File: src/design/rrs_pkg.sv
`timescale 1ns / 1ps
// rrs_pkg: shared codes, field widths and the store entry type for the
// rank roulette selector. No dependencies.
package rrs_pkg;

  localparam int FIT_W  = 32;
  localparam int FRAC_W = 16;
  localparam int ID_W   = 6;
  localparam int RANK_W = 7;
  localparam int KIND_W = 2;
  localparam int STAT_W = 2;

  localparam logic [KIND_W-1:0] KIND_CLEAR  = 2'd0;
  localparam logic [KIND_W-1:0] KIND_ADD    = 2'd1;
  localparam logic [KIND_W-1:0] KIND_SELECT = 2'd2;

  localparam logic [STAT_W-1:0] STATUS_OK    = 2'd0;
  localparam logic [STAT_W-1:0] STATUS_FULL  = 2'd1;
  localparam logic [STAT_W-1:0] STATUS_EMPTY = 2'd2;

  // One store entry: insertion number and fitness.
  typedef struct packed {
    logic [ID_W-1:0]         id;
    logic signed [FIT_W-1:0] fit;
  } entry_t;

endpackage

File: src/design/rrs_rank_scan.sv
`timescale 1ns / 1ps
// rrs_rank_scan: finds the first rank k with k(k+1)*2^15 >= r*n(n+1)/2.
// Depends on rrs_pkg.
module rrs_rank_scan import rrs_pkg::*; #(
  parameter int CW = 7
) (
  input  logic              clk,
  input  logic              rst,
  input  logic              start,
  input  logic [CW-1:0]     count,
  input  logic [FRAC_W-1:0] frac,
  output logic              done,
  output logic [CW-1:0]     rank
);

  localparam int PW = 2 * CW + 1;
  localparam int TW = FRAC_W + PW - 1;

  localparam logic [1:0] SC_IDLE = 2'd0;
  localparam logic [1:0] SC_MUL  = 2'd1;
  localparam logic [1:0] SC_TGT  = 2'd2;
  localparam logic [1:0] SC_SCAN = 2'd3;

  logic [1:0]        state;
  logic [CW-1:0]     n_q;
  logic [FRAC_W-1:0] r_q;
  logic [PW-1:0]     prod;
  logic [TW-1:0]     target;
  logic [CW-1:0]     k;
  logic [PW-1:0]     lhs;   // k(k+1), stepped by 2(k+1)
  logic              hit;

  assign hit  = ({lhs, {(FRAC_W-1){1'b0}}} >= target) || (k == n_q);
  assign done = (state == SC_SCAN) && hit;
  assign rank = k;

  always_ff @(posedge clk) begin
    if (rst) begin
      state <= SC_IDLE;
    end else begin
      case (state)
        SC_IDLE: begin
          if (start) begin
            n_q   <= count;
            r_q   <= frac;
            state <= SC_MUL;
          end
        end
        SC_MUL: begin
          prod  <= PW'(n_q) * (PW'(n_q) + PW'(1));
          state <= SC_TGT;
        end
        SC_TGT: begin
          target <= TW'(r_q) * TW'(prod >> 1);
          k      <= CW'(1);
          lhs    <= PW'(2);
          state  <= SC_SCAN;
        end
        SC_SCAN: begin
          if (hit) begin
            state <= SC_IDLE;
          end else begin
            k   <= k + CW'(1);
            lhs <= lhs + ((PW'(k) + PW'(1)) << 1);
          end
        end
        default: state <= SC_IDLE;
      endcase
    end
  end

  a_rank_in_range: assert property (@(posedge clk) disable iff (rst)
    (state == SC_SCAN) |-> (k != '0 && k <= n_q))
    else $error("rank scan ran outside 1..n");
  a_start_idle: assert property (@(posedge clk) disable iff (rst)
    start |-> (state == SC_IDLE))
    else $error("rank scan started while busy");
  a_done_nonzero: assert property (@(posedge clk) disable iff (rst)
    done |=> (state == SC_IDLE))
    else $error("rank scan did not return to idle");

endmodule

File: src/design/rank_roulette_selector_unit.sv
`timescale 1ns / 1ps
// Rank roulette selector: keeps up to MAX_POP fitness values sorted ascending
// (stable for ties) in one single-port-write, registered-read memory, and
// draws an entry with linear rank weights. One item is in work at a time.
// Clear, no-op, dropped add, empty select and an add into an empty store go
// straight from execution to the result. Any other add shifts each stored
// entry larger than the new one up by one place (one entry moved per cycle
// through the memory) and then writes the new one; a select waits on the
// scan unit (one rank tested per cycle) and then reads the chosen entry.
// Depends on rrs_pkg and rrs_rank_scan.
module rank_roulette_selector_unit import rrs_pkg::*; #(
  parameter int MAX_POP = 64
) (
  input  logic                    clk,
  input  logic                    rst,
  input  logic                    in_valid,
  output logic                    in_stall,
  input  logic [KIND_W-1:0]       kind,
  input  logic signed [FIT_W-1:0] fitness,
  input  logic [FRAC_W-1:0]       random_fraction,
  output logic                    out_valid,
  input  logic                    out_stall,
  output logic [STAT_W-1:0]       status,
  output logic [ID_W-1:0]         selected_index,
  output logic signed [FIT_W-1:0] selected_fitness,
  output logic [RANK_W-1:0]       selected_rank
);

  localparam int AW = $clog2(MAX_POP);
  localparam int CW = $clog2(MAX_POP + 1);

  localparam logic [2:0] ST_IDLE     = 3'd0;
  localparam logic [2:0] ST_EXEC     = 3'd1;
  localparam logic [2:0] ST_INS_CMP  = 3'd2;
  localparam logic [2:0] ST_INS_PUT  = 3'd3;
  localparam logic [2:0] ST_SEL_WAIT = 3'd4;
  localparam logic [2:0] ST_SEL_RD   = 3'd5;
  localparam logic [2:0] ST_DONE     = 3'd6;

  logic [2:0]              state;
  logic [KIND_W-1:0]       kind_q;
  logic signed [FIT_W-1:0] fit_q;
  logic [FRAC_W-1:0]       frac_q;
  logic [CW-1:0]           count;
  logic [CW-1:0]           pos;
  logic [CW-1:0]           pos_m1;
  logic [CW-1:0]           pos_m2;

  logic [STAT_W-1:0]       res_status;
  logic [ID_W-1:0]         res_id;
  logic signed [FIT_W-1:0] res_fit;
  logic [RANK_W-1:0]       res_rank;

  entry_t mem [MAX_POP];
  entry_t rd_data;
  entry_t wr_data;
  entry_t new_entry;
  logic [AW-1:0] rd_addr;
  logic [AW-1:0] wr_addr;
  logic          we;
  logic          larger;

  logic          scan_start;
  logic          scan_done;
  logic [CW-1:0] scan_rank;
  logic [CW-1:0] rank_m1;

  assign in_stall  = (state != ST_IDLE);
  assign pos_m1    = pos - CW'(1);
  assign pos_m2    = pos - CW'(2);
  assign rank_m1   = scan_rank - CW'(1);
  assign larger    = $signed(rd_data.fit) > fit_q;
  assign new_entry = '{id: ID_W'(count), fit: fit_q};
  assign scan_start = (state == ST_EXEC) && (kind_q == KIND_SELECT) && (count != '0);

  rrs_rank_scan #(.CW(CW)) u_scan (
    .clk   (clk),
    .rst   (rst),
    .start (scan_start),
    .count (count),
    .frac  (frac_q),
    .done  (scan_done),
    .rank  (scan_rank)
  );

  // Memory controls. The read of pos-2 and the write of pos never collide,
  // so no forwarding is needed while shifting.
  always_comb begin
    rd_addr = pos_m1[AW-1:0];
    wr_addr = pos[AW-1:0];
    wr_data = new_entry;
    we      = 1'b0;
    case (state)
      ST_EXEC: begin
        rd_addr = AW'(count - CW'(1));
        if (kind_q == KIND_ADD && count == '0) begin
          wr_addr = '0;
          we      = 1'b1;
        end
      end
      ST_INS_CMP: begin
        rd_addr = pos_m2[AW-1:0];
        we      = 1'b1;
        if (larger) begin
          wr_data = rd_data;
        end
      end
      ST_INS_PUT: begin
        we = 1'b1;
      end
      ST_SEL_WAIT: begin
        rd_addr = rank_m1[AW-1:0];
      end
      default: begin
      end
    endcase
  end

  always_ff @(posedge clk) begin
    if (we) begin
      mem[wr_addr] <= wr_data;
    end
    rd_data <= mem[rd_addr];
  end

  always_ff @(posedge clk) begin
    if (rst) begin
      state     <= ST_IDLE;
      count     <= '0;
      out_valid <= 1'b0;
    end else begin
      if (out_valid && !out_stall && state != ST_DONE) begin
        out_valid <= 1'b0;
      end
      case (state)
        ST_IDLE: begin
          if (in_valid) begin
            kind_q <= kind;
            fit_q  <= fitness;
            frac_q <= random_fraction;
            state  <= ST_EXEC;
          end
        end
        ST_EXEC: begin
          res_status <= STATUS_OK;
          res_id     <= '0;
          res_fit    <= '0;
          res_rank   <= '0;
          pos        <= count;
          state      <= ST_DONE;
          case (kind_q)
            KIND_CLEAR: count <= '0;
            KIND_ADD: begin
              if (count >= CW'(MAX_POP)) begin
                res_status <= STATUS_FULL;
              end else if (count == '0) begin
                count <= CW'(1);
              end else begin
                state <= ST_INS_CMP;
              end
            end
            KIND_SELECT: begin
              if (count == '0) begin
                res_status <= STATUS_EMPTY;
              end else begin
                state <= ST_SEL_WAIT;
              end
            end
            default: begin
            end
          endcase
        end
        ST_INS_CMP: begin
          // rd_data holds entry pos-1
          if (larger) begin
            pos <= pos_m1;
            if (pos_m1 == '0) begin
              state <= ST_INS_PUT;
            end
          end else begin
            count <= count + CW'(1);
            state <= ST_DONE;
          end
        end
        ST_INS_PUT: begin
          count <= count + CW'(1);
          state <= ST_DONE;
        end
        ST_SEL_WAIT: begin
          if (scan_done) begin
            res_rank <= RANK_W'(scan_rank);
            state    <= ST_SEL_RD;
          end
        end
        ST_SEL_RD: begin
          res_id  <= rd_data.id;
          res_fit <= rd_data.fit;
          state   <= ST_DONE;
        end
        ST_DONE: begin
          if (!out_valid || !out_stall) begin
            status           <= res_status;
            selected_index   <= res_id;
            selected_fitness <= res_fit;
            selected_rank    <= res_rank;
            out_valid        <= 1'b1;
            state            <= ST_IDLE;
          end
        end
        default: state <= ST_IDLE;
      endcase
    end
  end

  a_count_bound: assert property (@(posedge clk) disable iff (rst)
    count <= CW'(MAX_POP))
    else $error("population count above capacity");
  a_shift_pos: assert property (@(posedge clk) disable iff (rst)
    (state == ST_INS_CMP) |-> (pos != '0 && pos <= count))
    else $error("insert shift position out of range");
  a_scan_done_wait: assert property (@(posedge clk) disable iff (rst)
    scan_done |-> (state == ST_SEL_WAIT))
    else $error("rank scan finished outside a select");
  a_result_source: assert property (@(posedge clk) disable iff (rst)
    $rose(out_valid) |-> ($past(state) == ST_DONE))
    else $error("result loaded outside the done state");

endmodule

File: config.mk
export PLATFORM = sky130hd
export DESIGN_NAME = rank_roulette_selector_unit
export DESIGN_NICKNAME = d
export VERILOG_FILES = /design/src/design/rrs_pkg.sv /design/src/design/rrs_rank_scan.sv /design/src/design/rank_roulette_selector_unit.sv
export SDC_FILE = /design/constraint.sdc
export NUM_CORES = 2
export LEC_CHECK = 0
export CAP_MARGIN = 10
export CORE_MARGIN = 2
export CORE_UTILIZATION = 57
export CTS_CLUSTER_SIZE = 8
export DETAILED_ROUTE_END_ITERATION = 16
export DONT_BUFFER_PORTS = 1
export HOLD_SLACK_MARGIN = 0.03
export PLACE_DENSITY_LB_ADDON = 0.3
export SYNTH_ARGS = -nofsm -noshare
export SYNTH_HDL_FRONTEND = slang
export SYNTH_SLANG_ARGS = --single-unit
File: constraint.sdc
create_clock -name clk -period 8.4 [get_ports clk]
set_clock_uncertainty 0.15 [all_clocks]
set_input_delay 0.42 -clock clk [delete_from_list [all_inputs] [get_ports clk]]
set_output_delay 0.42 -clock clk [all_outputs]
set_load 0.05 [all_outputs]
After elaboration in Yosys (flattened, before gate mapping)
Memories as Yosys holds them, arrays and structs flattened. A register that Yosys moved wholly into a read port is not among the register bits.
Index checks and enable logic that the tools add are counted.
{"block": "totals", "memories": 1, "output_inout_bits": 49, "mem_bits_rw": 2432, "reg_bits": 254, "elab_cells": 143, "inputBits": 54}
{"memory": "mem", "depth": 64, "word_bits": 38, "rd": 1, "rd_ports_with_merged_regs": 1, "write_ports": 1, "line_no": "rank_roulette_selector_unit.sv:54", "text": "entry_t mem [MAX_POP];"}
{"block": "op_classes", "n_addsub": 9, "n_eq_ne": 25, "bitwise_logic": 1, "order_cmp": 3, "multipliers": 2, "mux": 43, "reduce_logical": 37}
{"operator": "$mux 38", "n": 2}
{"operator": "$pmux 32 s2", "n": 1}
{"operator": "$pmux 7 s2", "n": 4}
{"operator": "$mux 7", "n": 6}
{"operator": "$gt 32x32->1", "n": 1}
{"operator": "$ge 30x30->1", "n": 1}
{"operator": "$mul 16x14->30", "n": 1}
{"operator": "$pmux 15 s2", "n": 1}
{"operator": "$mux 3", "n": 7}
{"operator": "$pmux 7 s3", "n": 1}
{"operator": "$pmux 3 s6", "n": 1}
{"operator": "$pmux 6 s3", "n": 1}
{"operator": "$reduce_and 3->1", "n": 6}
{"operator": "$add 7x1->8 const B", "n": 2}
{"operator": "$add 15x15->15", "n": 1}
{"operator": "$mul 7x15->15", "n": 1}
{"operator": "$mux 15", "n": 1}
{"operator": "$add 7x1->7 const B", "n": 2}
{"operator": "$logic_not 7->1", "n": 2}
{"operator": "$ne 2x2->1 const B", "n": 7}
{"operator": "$mux 6", "n": 2}
{"operator": "$pmux 6 s2", "n": 1}
{"operator": "$sub 6x1->6 const B", "n": 2}
{"operator": "$reduce_and 2->1", "n": 5}
{"operator": "other kinds (31)", "n": 61}

Depth between registers and ports, before layout
{"block": "depth", "word_depth": 6, "mapped_depth": 24, "ltp_nobuf": 23}

Cells and area by module
A second synthesis with hierarchy kept.
{"block": "hier_totals", "hier_cells": 9087, "hier_area_um2": 117530.2}
{"module": "rank_roulette_selector_unit", "area_per_inst_um2": 104365.1, "cells_per_inst": 7755, "seq_area_each_um2": 78545.3, "instances": 1}
{"module": "rrs_rank_scan", "area_per_inst_um2": 13165.1, "cells_per_inst": 1332, "seq_area_each_um2": 2682.6, "instances": 1}

Least setup slack after synthesis
Ideal clock, no wire load.
{"block": "synth_timing", "path_type": "register -> register", "from": "reg u_scan.prod[3]", "to": "reg u_scan.target[28] (data pin)", "synth_period_minus_slack_ns": 6.230, "setup_ns": 0.258, "path_buffers": 1, "slack_ns": 2.170, "path_stages_with_launch": 24, "required_ns": 7.992, "t_arrival_ns": 5.823, "path_cell_list": "edfxtp_1 > clkbuf_1 > and2_1 > fa_1 > inv_1 > fa_1 > inv_1 > fa_1 > inv_1 > fa_1 > inv_1 > fa_1 > inv_1 > fa_1 > inv_1 > ha_1 > a21oi_1 > o211ai_1 > a2111oi_0 > o21a_1 > o211ai_1 > a41o_1 > a21oi_1 > xnor2_1"}
{"block": "synth_via", "elab_chain_cells": 1}
{"element": "start: declaration", "line_no": "rrs_rank_scan.sv:27", "text": "logic [PW-1:0] prod;"}
{"element": "start signal: assignment", "line_no": "rrs_rank_scan.sv:50", "text": "prod <= PW'(n_q) * (PW'(n_q) + PW'(1));"}
{"element": "$mul 16x14->30", "line_no": "rrs_rank_scan.sv:54", "text": "target <= TW'(r_q) * TW'(prod >> 1);"}
{"element": "end signal: assignment", "line_no": "rrs_rank_scan.sv:54"}
{"element": "end: declaration", "line_no": "rrs_rank_scan.sv:28", "text": "logic [TW-1:0] target;"}
No other way between the ends.
A chain may end at the register's enable or synchronous reset.

Worst setup path after layout
{"block": "layout_timing", "from": "reg u_scan.r_q[7]", "to": "reg u_scan.target[28] (data pin)"}
{"block": "layout_via", "elab_chain_cells": 1}
{"element": "start: declaration", "line_no": "rrs_rank_scan.sv:26", "text": "logic [FRAC_W-1:0] r_q;"}
{"element": "start signal: assignment", "line_no": "rrs_rank_scan.sv:45", "text": "r_q <= frac;"}
{"element": "$mul 16x14->30", "line_no": "rrs_rank_scan.sv:54"}
No other way between the ends.

==> flow_summary_export.csv <==
group,metric,value,unit
run_status,run_status,"finished, final reports clean",
sta,fmax,145,MHz
clock_tree,insertion_delay,0.96,ns
global_route,grt_pass1_vias,63000,
route,initialDrtViolationCount,8024,
yosys,synth_top_area_cell,"edfxtp_1",
yosys,synth.area.top_cells,"edfxtp_1 70%, mux4_2 12%, fa_1 3.4%",
route,drt-total-wl,294000,um
worst_hold_path,whs_path_depth,0,
yosys,ys_ff_latch,2722,
route,viasPerCell,6.49,
sta,rsz0062_at_grt,"false",
worst_setup_path,r2r_cells,22,
clock_tree,cts_setup_buffers,0,
place,port_buffers,0,
global_route,grt_pass1_wl,428000,um
clock_tree,clkSinkCount,2722,
worst_hold_path,hp-class,"reg2reg",
yosys,async_reset_ff_frac,0,
worst_setup_path,cp.arrival,7.37,ns
yosys,synthCells,6344,
die,core.rowCount,164,
global_route,grt_overflow,0,
yosys,synth-edff-count,2671,
die,die_h,452,um
die,dieArea,204000,um2
route,drc,0,
die,start_util,0.573,
yosys,synth_warnings,0,
clock_tree,cts_max_level,5,
sta,hold_viol,0,
die,dieWidth,452,um
final_layout,final_nets,7123,
power_and_ir_drop,worst_ir_drop_vdd,0.537,mV
job,cap_violations,0,
worst_setup_path,cp_slowest_cell,"a2111oi_0",
worst_setup_path,worst_path_largest_cell_delay,0.82,ns
worst_setup_path,crit_path_max_fanout,14,
final_layout,drive_gt1_frac,0.191,
place,gp_congestion,0.871,
global_route,track_usage,0.291,
sta,fin_crit_sh,0.818,
clock_tree,numCtsBuffers,391,
route,drtAntennaViolNets,0,
yosys,synthFlopType,"edfxtp_1",
route,num_vias,61400,
clock_tree,clk_pin_slew,0.05,ns
yosys,synth.avg_cell_area,18.0,um2
worst_setup_path,endpoint_kind,"flip-flop",
clock_tree,cts_root_buf,"clkbuf_16",
place,hpwl,152000,um
route,wire_per_inst,31.1,um
worst_setup_path,crit_path_start_kind,"flip-flop",
sta,slew_headroom,0.140,
clock_tree,clock_path_buffers,4,
yosys,synth.top_cell.area_share,0.702,
sta,finalSetupTns,0,ns
die,core-area,199000,um2
sta,setup_viol_count_final,0,
sta,worst_pin_slew,1.29,ns
place,post-place-ws,1.52,ns
final_layout,area_growth_syn_to_layout,13.5,%
sta,finalCriticalPeriod,6.87,ns
route,dr.pass1.iters,6,
global_route,grt_max_degree,123,
worst_setup_path,required,8.90,ns
power_and_ir_drop,p_per_area,408,nW/um2
power_and_ir_drop,p_leak,44.2,nW
yosys,ys_types,69,
yosys,netlist_area,114000,um2
yosys,synth.most_common_cell,"edfxtp_1",
clock_tree,cts_tree,"yes",
yosys,seq_area_frac_synth,0.711,
global_route,grt_antenna_before_repair,6,
worst_setup_path,crit_type,"reg2reg",
sta,fin_ws,1.53,ns
worst_setup_path,worstPathCellList,"and2_1 > fa_1 > inv_1 > fa_1 > inv_1 > fa_1 > inv_1 > fa_1 > inv_1 > fa_1 > inv_1 > fa_1 > inv_1 > ha_1 > a21oi_1 > o211ai_1 > a2111oi_0 > o21a_1 > o211ai_1 > a41o_1 > a21oi_1 > xnor2_1",
yosys,yosys-top-cells-count,"2671 x edfxtp_1, 608 x mux4_2, 517 x nand2_1, 388 x inv_1, 352 x nor2_1",
yosys,synth_nets,6797,
sta,slew_viol_final,0,
die,ios,103,
repair_timing:
action / 4_1_cts / 5_1_grt
endpoints found under the setup margin: 0 / 0
hold buffers: 103 / 0
endpoints found under the hold margin: 247 / 0
gates resized for setup: 0 / 0
placed cells by master, fill, tap and decap left out, drive strengths merged, types with 7 or more instances in the layout:
cell	instances
xor2	38
dlygate4sd3	103
nor2	353
a31oi	10
and3	21
dfxtp	51
nand2b	31
nand2	517
o21bai	8
clkbuf	513
nor2b	13
o21ai	153
a21o	35
inv	396
edfxtp	2671
fa	195
xnor2	39
and2	168
a221oi	79
nor4	7
nand3	185
or3	8
buf	145
ha	204
mux4	608
or2	10
nand4	48
nor3	55
o21a	8
a21oi	55
where the power goes:
part           switching (W)  internal (W)
Clock                0.00536       0.00842
Combinational         0.0135       0.00881
Sequential          0.000303        0.0165
Total                 0.0191        0.0338
state kept, by name (all words and copies together) (netlist names), 14 cells and up:
name              flops
u_scan.target        30
rd_data              38
u_scan.lhs           14
frac_q               16
u_scan.r_q           16
selected_fitness     32
mem                2432
u_scan.prod          14
res_fit              32
fit_q                32
cell families after synthesis:
logic type,Yosys count,share of synthesized area
flip-flops,2722,0.711
AND/OR/NAND/NOR,1437,0.0574
buffers and inverters,704,0.0268
multiplexers,620,0.121
adder cells (fa/ha/maj),400,0.0566
AO/OA/AOI/OAI,384,0.0217
XOR/XNOR,77,0.00590
per-stage QoR:
stage	instances	hold slack (ns)	power, W	utilization	cell area (um2)
global placement	8829	0.254	0.0388	0.593	118000
CTS	9457	0.253	0.0530	0.651	130000
global route	9461	0.272	0.0551	0.651	130000
floorplan	6344	0.250	0.0329	-	114000
finish	9463	0.266	0.0529	0.651	130000
detailed placement	8829	0.256	0.0390	0.593	118000
final timing paths:
| path | slack (ns) | endpoint | from |
|---|---|---|---|
| setup / recovery | 1.53 | u_scan.target[28]$_DFFE_PP_ | u_scan.r_q[7]$_DFFE_PP_ |
| hold / removal | 0.27 | selected_fitness[5]$_DFFE_PP_ | res_fit[5]$_SDFFCE_PP0P_ |
| hold reg to reg | 0.27 | selected_fitness[5]$_DFFE_PP_ | res_fit[5]$_SDFFCE_PP0P_ |
| setup reg to reg | 1.53 | u_scan.target[28]$_DFFE_PP_ | u_scan.r_q[7]$_DFFE_PP_ |
layout make-up:
type,instances,area (um2)
multi-input cells,2918,31000
inverters,389,1460
clock inverters,12,111
repair buffers,248,2290
well taps,2656,3320
fillers,12900,69700
clock buffers,513,10400
diodes,5,12.5
flip-flops and latches,2722,81200
worst max-delay path: cells and delay by family, from the launching register on:
family / cells / cell delay (ns)
fa+ha+maj: 7 / 3.33
flops: 1 / 0.60
compound gates: 7 / 1.89
buf+inv: 6 / 0.30
simple gates: 1 / 0.28
xor+xnor: 1 / 0.08
metal layers:
| layer | GRT usage | vias to the layer above | share of wire |
|---|---|---|---|
| met5 | 0 | - | 0 |
| met4 | 0.128 | 0 | 0.047 |
| met3 | 0.0576 | 674 | 0.11 |
| met2 | 0.460 | 3907 | 0.48 |
| met1 | 0.400 | 31800 | 0.36 |
| li1 | - | 25000 | - |
No activity file was read; power rests on OpenSTA's default activity.
